File: config.mk
export PLATFORM = sky130hd
export DESIGN_NAME = length_prefixed_frame_decoder
export DESIGN_NICKNAME = d
export VERILOG_FILES = /design/src/rtl/lpfd_pkg.sv /design/src/rtl/length_prefixed_frame_decoder.sv
export SDC_FILE = /design/constraint.sdc
export NUM_CORES = 1
export LEC_CHECK = 0
export ABC_AREA = 1
export BUFFER_PORTS_ARGS = -buffer_cell sky130_fd_sc_hd__buf_4
export CAP_MARGIN = 20
export CORE_MARGIN = 2
export CORE_UTILIZATION = 50
export CTS_BUF_LIST = sky130_fd_sc_hd__clkbuf_8 sky130_fd_sc_hd__clkbuf_16
export DETAILED_ROUTE_END_ITERATION = 8
export HOLD_SLACK_MARGIN = 0.02
export PLACE_DENSITY_LB_ADDON = 0.15
export SYNTH_ARGS = -nofsm -noshare
export SYNTH_HDL_FRONTEND = slang
export SYNTH_SLANG_ARGS = --single-unit
File: constraint.sdc
create_clock -name clock -period 5.7 [get_ports clock]
set_clock_uncertainty 0.1 [all_clocks]
set_input_delay 0.57 -clock clock [delete_from_list [all_inputs] [get_ports clock]]
set_output_delay 0.57 -clock clock [all_outputs]
set_load 0.05 [all_outputs]
File: src/rtl/lpfd_pkg.sv
// ----------------------------------------------------------------------------
// Length-prefixed frame decoder package
// Shared types and constants for the frame decoder.
// ----------------------------------------------------------------------------
package lpfd_pkg;

   localparam int unsigned MaxPayloadBytes   = 8;
   localparam int unsigned LenFieldBytes     = 4;
   localparam int unsigned IdPayloadBytes    = 8;
   localparam int unsigned InputPayloadBytes = 5;

   localparam int unsigned CountWidth = 4;
   localparam int unsigned WordWidth  = 64;

   typedef enum logic [1:0] {
      PH_LENGTH  = 2'd0,
      PH_TYPE    = 2'd1,
      PH_PAYLOAD = 2'd2,
      PH_ERROR   = 2'd3
   } phase_type;

   typedef enum logic [2:0] {
      CLS_JOIN      = 3'd0,
      CLS_RECONNECT = 3'd1,
      CLS_INPUT     = 3'd2,
      CLS_LEAVE     = 3'd3,
      CLS_OTHER     = 3'd4
   } class_type;

   typedef enum logic [2:0] {
      REG_JOIN_CODE      = 3'd0,
      REG_RECONNECT_CODE = 3'd1,
      REG_INPUT_CODE     = 3'd2,
      REG_LEAVE_CODE     = 3'd3,
      REG_FLAG_MASK      = 3'd4
   } reg_index_type;

   localparam logic FRAME_OK        = 1'b0;
   localparam logic FRAME_BAD_LEN   = 1'b1;

   typedef struct packed {
      logic [7:0]            move_flags;
      logic signed [15:0]    move_y;
      logic signed [15:0]    move_x;
      logic [WordWidth-1:0]  identifier;
      logic [WordWidth-1:0]  payload_word;
      logic [CountWidth-1:0] payload_count;
      logic [7:0]            type_byte;
   } result_type;

endpackage

File: src/rtl/length_prefixed_frame_decoder.sv
// ----------------------------------------------------------------------------
// Length-prefixed frame decoder
// Decodes a byte stream of 4-byte big-endian length, type byte and payload
// into one classified result per frame.
// ----------------------------------------------------------------------------
// Takes one byte per cycle on req_ and gives at most one result per byte on
// rsp_; the result of a byte is registered in the output register when the byte
// is accepted. The input is stalled only while the output register holds a
// result that rsp_tready does not take. A length field outside 1 to 9 gives
// one result with the error status, after which every byte is taken and
// dropped until reset. Register writes land on the next clock edge.
module length_prefixed_frame_decoder (
   input  logic         clock,
   input  logic         reset,
   input  logic         req_tvalid,
   output logic         req_tready,
   input  logic [7:0]   req_tdata,    // [7:0] data_byte
   output logic         rsp_tvalid,
   input  logic         rsp_tready,
   output logic [183:0] rsp_tdata,    // [7:0] type_byte, [11:8] payload_count,
                                      // [75:12] payload_word, [139:76] identifier,
                                      // [155:140] move_x, [171:156] move_y,
                                      // [179:172] move_flags, [183:180] zero
   output logic [3:0]   rsp_tuser,    // [0] frame_status, [3:1] message_class
   input  logic         csr_we,
   input  logic [2:0]   csr_addr,
   input  logic [7:0]   csr_wdata
);

   localparam int unsigned CW = lpfd_pkg::CountWidth;
   localparam int unsigned WW = lpfd_pkg::WordWidth;

   logic [7:0] join_code_ff, reconnect_code_ff, input_code_ff, leave_code_ff;
   logic [7:0] flag_mask_ff;

   lpfd_pkg::phase_type phase_ff, phase_in;
   logic [31:0]   length_shift_ff, length_shift_in;
   logic [CW-1:0] byte_counter_ff, byte_counter_in;
   logic [CW-1:0] frame_length_ff, frame_length_in;
   logic [7:0]    held_type_ff, held_type_in;
   logic [WW-1:0] payload_acc_ff, payload_acc_in;

   logic                  rsp_valid_ff, rsp_valid_in;
   logic                  rsp_status_ff, rsp_status_in;
   lpfd_pkg::class_type   rsp_class_ff, rsp_class_in;
   lpfd_pkg::result_type  rsp_result_ff, rsp_result_in;

   logic          accept;
   logic          emit;
   logic          emit_frame;
   logic [31:0]   shift_next;
   logic [CW-1:0] count_next;
   logic [WW-1:0] acc_next;
   logic [7:0]    frame_type;
   logic [7:0]    flags_byte;

   assign req_tready = !rsp_valid_ff || rsp_tready;
   assign accept     = req_tvalid && req_tready;

   always_ff @(posedge clock) begin
      if (reset) begin
         join_code_ff      <= 8'd1;
         reconnect_code_ff <= 8'd2;
         input_code_ff     <= 8'd3;
         leave_code_ff     <= 8'd4;
         flag_mask_ff      <= 8'd1;
      end else if (csr_we) begin
         case (csr_addr)
            lpfd_pkg::REG_JOIN_CODE:      join_code_ff      <= csr_wdata;
            lpfd_pkg::REG_RECONNECT_CODE: reconnect_code_ff <= csr_wdata;
            lpfd_pkg::REG_INPUT_CODE:     input_code_ff     <= csr_wdata;
            lpfd_pkg::REG_LEAVE_CODE:     leave_code_ff     <= csr_wdata;
            lpfd_pkg::REG_FLAG_MASK:      flag_mask_ff      <= csr_wdata;
            default: ;
         endcase
      end
   end

   always_comb begin
      shift_next = {length_shift_ff[23:0], req_tdata};
      count_next = byte_counter_ff + CW'(1);
      acc_next   = {payload_acc_ff[WW-9:0], req_tdata};

      phase_in        = phase_ff;
      length_shift_in = length_shift_ff;
      byte_counter_in = byte_counter_ff;
      frame_length_in = frame_length_ff;
      held_type_in    = held_type_ff;
      payload_acc_in  = payload_acc_ff;
      emit            = 1'b0;
      emit_frame      = 1'b0;
      frame_type      = held_type_ff;

      case (phase_ff)
         lpfd_pkg::PH_LENGTH: begin
            length_shift_in = shift_next;
            byte_counter_in = count_next;
            if (count_next >= CW'(lpfd_pkg::LenFieldBytes)) begin
               byte_counter_in = '0;
               if (shift_next == 32'd0 ||
                   shift_next > 32'(1 + lpfd_pkg::MaxPayloadBytes)) begin
                  phase_in = lpfd_pkg::PH_ERROR;
                  emit     = 1'b1;
               end else begin
                  frame_length_in = CW'(shift_next - 32'd1);
                  payload_acc_in  = '0;
                  phase_in        = lpfd_pkg::PH_TYPE;
               end
            end
         end
         lpfd_pkg::PH_TYPE: begin
            held_type_in    = req_tdata;
            frame_type      = req_tdata;
            byte_counter_in = '0;
            if (frame_length_ff == '0) begin
               emit       = 1'b1;
               emit_frame = 1'b1;
            end else begin
               phase_in = lpfd_pkg::PH_PAYLOAD;
            end
         end
         lpfd_pkg::PH_PAYLOAD: begin
            payload_acc_in  = acc_next;
            byte_counter_in = count_next;
            if (count_next >= frame_length_ff) begin
               emit       = 1'b1;
               emit_frame = 1'b1;
            end
         end
         default: ;
      endcase

      if (emit_frame) begin
         phase_in        = lpfd_pkg::PH_LENGTH;
         length_shift_in = '0;
         byte_counter_in = '0;
         frame_length_in = '0;
         payload_acc_in  = '0;
      end
   end

   always_comb begin
      logic [WW-1:0] w;
      w          = (phase_ff == lpfd_pkg::PH_PAYLOAD) ? acc_next : payload_acc_ff;
      flags_byte = w[7:0];

      rsp_status_in = lpfd_pkg::FRAME_OK;
      rsp_class_in  = lpfd_pkg::CLS_OTHER;
      rsp_result_in = '0;

      if (!emit_frame) begin
         rsp_status_in = lpfd_pkg::FRAME_BAD_LEN;
      end else begin
         rsp_result_in.type_byte     = frame_type;
         rsp_result_in.payload_count = frame_length_ff;
         rsp_result_in.payload_word  = w;
         if (frame_type == join_code_ff &&
             frame_length_ff == CW'(lpfd_pkg::IdPayloadBytes)) begin
            rsp_class_in             = lpfd_pkg::CLS_JOIN;
            rsp_result_in.identifier = w;
         end else if (frame_type == reconnect_code_ff &&
                      frame_length_ff == CW'(lpfd_pkg::IdPayloadBytes)) begin
            rsp_class_in             = lpfd_pkg::CLS_RECONNECT;
            rsp_result_in.identifier = w;
         end else if (frame_type == input_code_ff &&
                      frame_length_ff == CW'(lpfd_pkg::InputPayloadBytes) &&
                      (flags_byte & ~flag_mask_ff) == 8'd0) begin
            rsp_class_in             = lpfd_pkg::CLS_INPUT;
            rsp_result_in.move_x     = w[39:24];
            rsp_result_in.move_y     = w[23:8];
            rsp_result_in.move_flags = flags_byte;
         end else if (frame_type == leave_code_ff && frame_length_ff == '0) begin
            rsp_class_in = lpfd_pkg::CLS_LEAVE;
         end
      end
   end

   assign rsp_valid_in = (accept && emit) || (rsp_valid_ff && !rsp_tready);

   always_ff @(posedge clock) begin
      if (reset) begin
         phase_ff        <= lpfd_pkg::PH_LENGTH;
         length_shift_ff <= '0;
         byte_counter_ff <= '0;
         frame_length_ff <= '0;
         held_type_ff    <= '0;
         payload_acc_ff  <= '0;
         rsp_valid_ff    <= 1'b0;
      end else begin
         rsp_valid_ff <= rsp_valid_in;
         if (accept) begin
            phase_ff        <= phase_in;
            length_shift_ff <= length_shift_in;
            byte_counter_ff <= byte_counter_in;
            frame_length_ff <= frame_length_in;
            held_type_ff    <= held_type_in;
            payload_acc_ff  <= payload_acc_in;
         end
      end
   end

   always_ff @(posedge clock) begin
      if (accept && emit) begin
         rsp_status_ff <= rsp_status_in;
         rsp_class_ff  <= rsp_class_in;
         rsp_result_ff <= rsp_result_in;
      end
   end

   assign rsp_tvalid = rsp_valid_ff;
   assign rsp_tdata  = {4'd0, rsp_result_ff};
   assign rsp_tuser  = {rsp_class_ff, rsp_status_ff};

endmodule
==> qor.csv <==
metric;value;unit
period_share;71.7;%
grtUsageTotal;21.9;%
fillCellCount;2531;
cts.repair.resized;0;
holdBufCountCts;0;
synth_top_area_share;37.9;%
ys_seq_elements;331;
initial_core_util;50.8;%
slew_violations;0;
cts_sinks;331;
hold-worst-slack;236;ps
grt_pass1_wl;54200;um
setup_tns;0;ps
avgViaCountPerCell;5.18;
area_delta_synth_final;19.2;%
hold_path_depth;3;
stdcell_count;2149;
die_h;175;um
power;9.34;mW
synth_top_cell_by_area;edfxtp_1;
cp_cell_sequence;ha_1 > xnor2_1 > inv_1 > ha_1 > nand2_1 > inv_1 > nand2_1 > nand3_1 > nand2_1 > nand2_1 > nand2_4 > nand2_1 > nand2_1 > inv_1 > nand3_1 > a21oi_1;
ys_warn_count;0;
place_inst;2086;
final_nets;1774;
cap_violations;0;
vdd_drop_max;1.16;mV
pre_cts_ws;1660;ps
drc_errors;0;
relSlewSlack;31.0;%
hold_violations;0;
crit_cells;16;
drt-initial-drc-count;1002;
grt_max_degree;97;
post-cts-setup-buffer-count;0;
hp-class;in -> reg;
leakage;6.44;nW
crit_path_frequent_cell;nand2_1;
placed_cell_area;16300;um2
fmax;0.245;GHz
worst_path_max_delay_cell;nand2_4;
critical_path_required;5980;ps
cpLargestDelayFamily;simple AND/OR/NAND/NOR gates;
synth_area_leaders;edfxtp_1, dfxtp_1, nor2_1;
h-tree-depth;2;
die_w;175;um
end_kind;register;
setup_ws;1610;ps
r2r_cells;16;
drt-total-wl;34600;um
most-common-layout-cells;nor2_1, nand2_1, buf_4;
io_buffers;209;
core_area;28700;um2
critPathLaunchType;register;
seq_area_frac_synth;58.0;%
final_antenna_net_count;0;
root_buffer;clkbuf_16;
num_io_pins;214;
gp_congestion;0.841;
finalCriticalPeriod;4090;ps
cpPeakStageDelay;680;ps
hpwl;21700;um
clk_path_buf_depth;3;
diodes;0;
syn_area;14600;um2
final-setup-viol-count;0;
first_global_vias;10100;
clkTransAtPathRegs;60;ps
insertion_delay;510;ps
syn_inst;1582;
antenna_found_initial;0;
setup.worst_path.class;reg -> reg;
wire_per_inst;16.1;um
arrival;4370;ps
final_area;17400;um2
cp_max_fo;76;
rows;62;
numCtsBuffers;35;
drive_gt1_share;19.4;%
vias;11100;
avgSynthCellArea;9.22;um2
cts_tree;done;
gr-total-overflow;0;
powerDensity;537;nW/um2
worst-path-buf-inv;3;
dieArea;30600;um2
ys_types;36;
rsz0062_at_grt;no;
fin_util;60.6;%
final_common_cell;nor2_1;
status;complete, no violations;
worst-slew-pin-transition;1040;ps
firstDrtPassIters;5;
[sequential cells by signal, summed over array words and instances (netlist names), 8 cells and up]
register / count
leave_code_ff: 8
rsp_tdata: 180
join_code_ff: 8
input_code_ff: 8
payload_acc_ff: 64
held_type_ff: 8
length_shift_ff: 24
reconnect_code_ff: 8
flag_mask_ff: 8
[cells by family after synthesis]
group | count (synthesis) | synth area share (%)
buf+inv | 190 | 5.82
simple gates | 864 | 26.4
fa+ha+maj | 11 | 0.943
flops | 331 | 58.0
other cells | 1 | 0.0257
compound gates | 122 | 4.65
xor+xnor | 25 | 1.55
mux | 38 | 2.61
[tightest hold or removal path, stage by stage]
cell and delay (ps):
buf_4 120, nand2_1 50, nand3_1 70
[metal layers]
metal	vias to the layer above	wire length [um]	track usage (%)
li1	5536	-	-
met1	5244	16000	32.2
met2	302	16100	34.4
met3	41	1900	3.44
met4	0	545	5.00
met5	-	0	0
[worst paths after layout]
check / startpoint / slack, ps / end
worst min register to register: length_shift_ff[16]$_SDFFE_PP0P_ / 370 / length_shift_ff[16]$_SDFFE_PP0P_
worst max register to register: byte_counter_ff[0]$_SDFFE_PP0P_ / 1610 / length_shift_ff[6]$_SDFFE_PP0P_
worst max-delay path: byte_counter_ff[0]$_SDFFE_PP0P_ / 1610 / length_shift_ff[6]$_SDFFE_PP0P_
worst min-delay path: csr_wdata[1] / 240 / input_code_ff[1]$_SDFFE_PP1P_
[cells in the mapped netlist]
cell	n
o211ai_1	1
a211oi_1	3
buf_6	11
clkinv_1	3
o21ai_2	4
edfxtp_1	184
nand3b_4	1
buf_1	14
buf_4	5
o22ai_1	1
buf_2	28
a21oi_1	51
nand4_1	6
xor2_2	1
o21ai_0	56
xnor2_1	6
conb_1	1
nor3_1	15
nor3_2	50
or2_2	1
nand2_2	3
nand3_1	175
nor2_1	354
xor2_1	18
o21ai_4	3
a21boi_0	1
clkbuf_1	45
inv_2	2
ha_1	11
mux2i_1	38
nand2_1	257
nor2_2	1
dfxtp_1	147
o21bai_1	2
nor2_4	1
inv_1	82
[area by class of cell]
cell class                 count  area [um2]  area share, %
clock inverter                20         106          0.612
clock buffer                  43        1010           5.80
tap                          384         480           2.76
multi-input combinational   1064        5310           30.6
inverter                      87         332           1.91
timing repair buffer         220        1680           9.64
sequential                   331        8470           48.7
[report_power, final]
group | leakage, nW | switching, mW | total, mW | internal [mW]
Clock | 0.586 | 0.904 | 2.19 | 1.29
Combinational | 2.97 | 2.86 | 3.78 | 0.922
Sequential | 2.89 | 0.226 | 3.36 | 3.13
No activity file was read; power rests on OpenSTA's default activity.
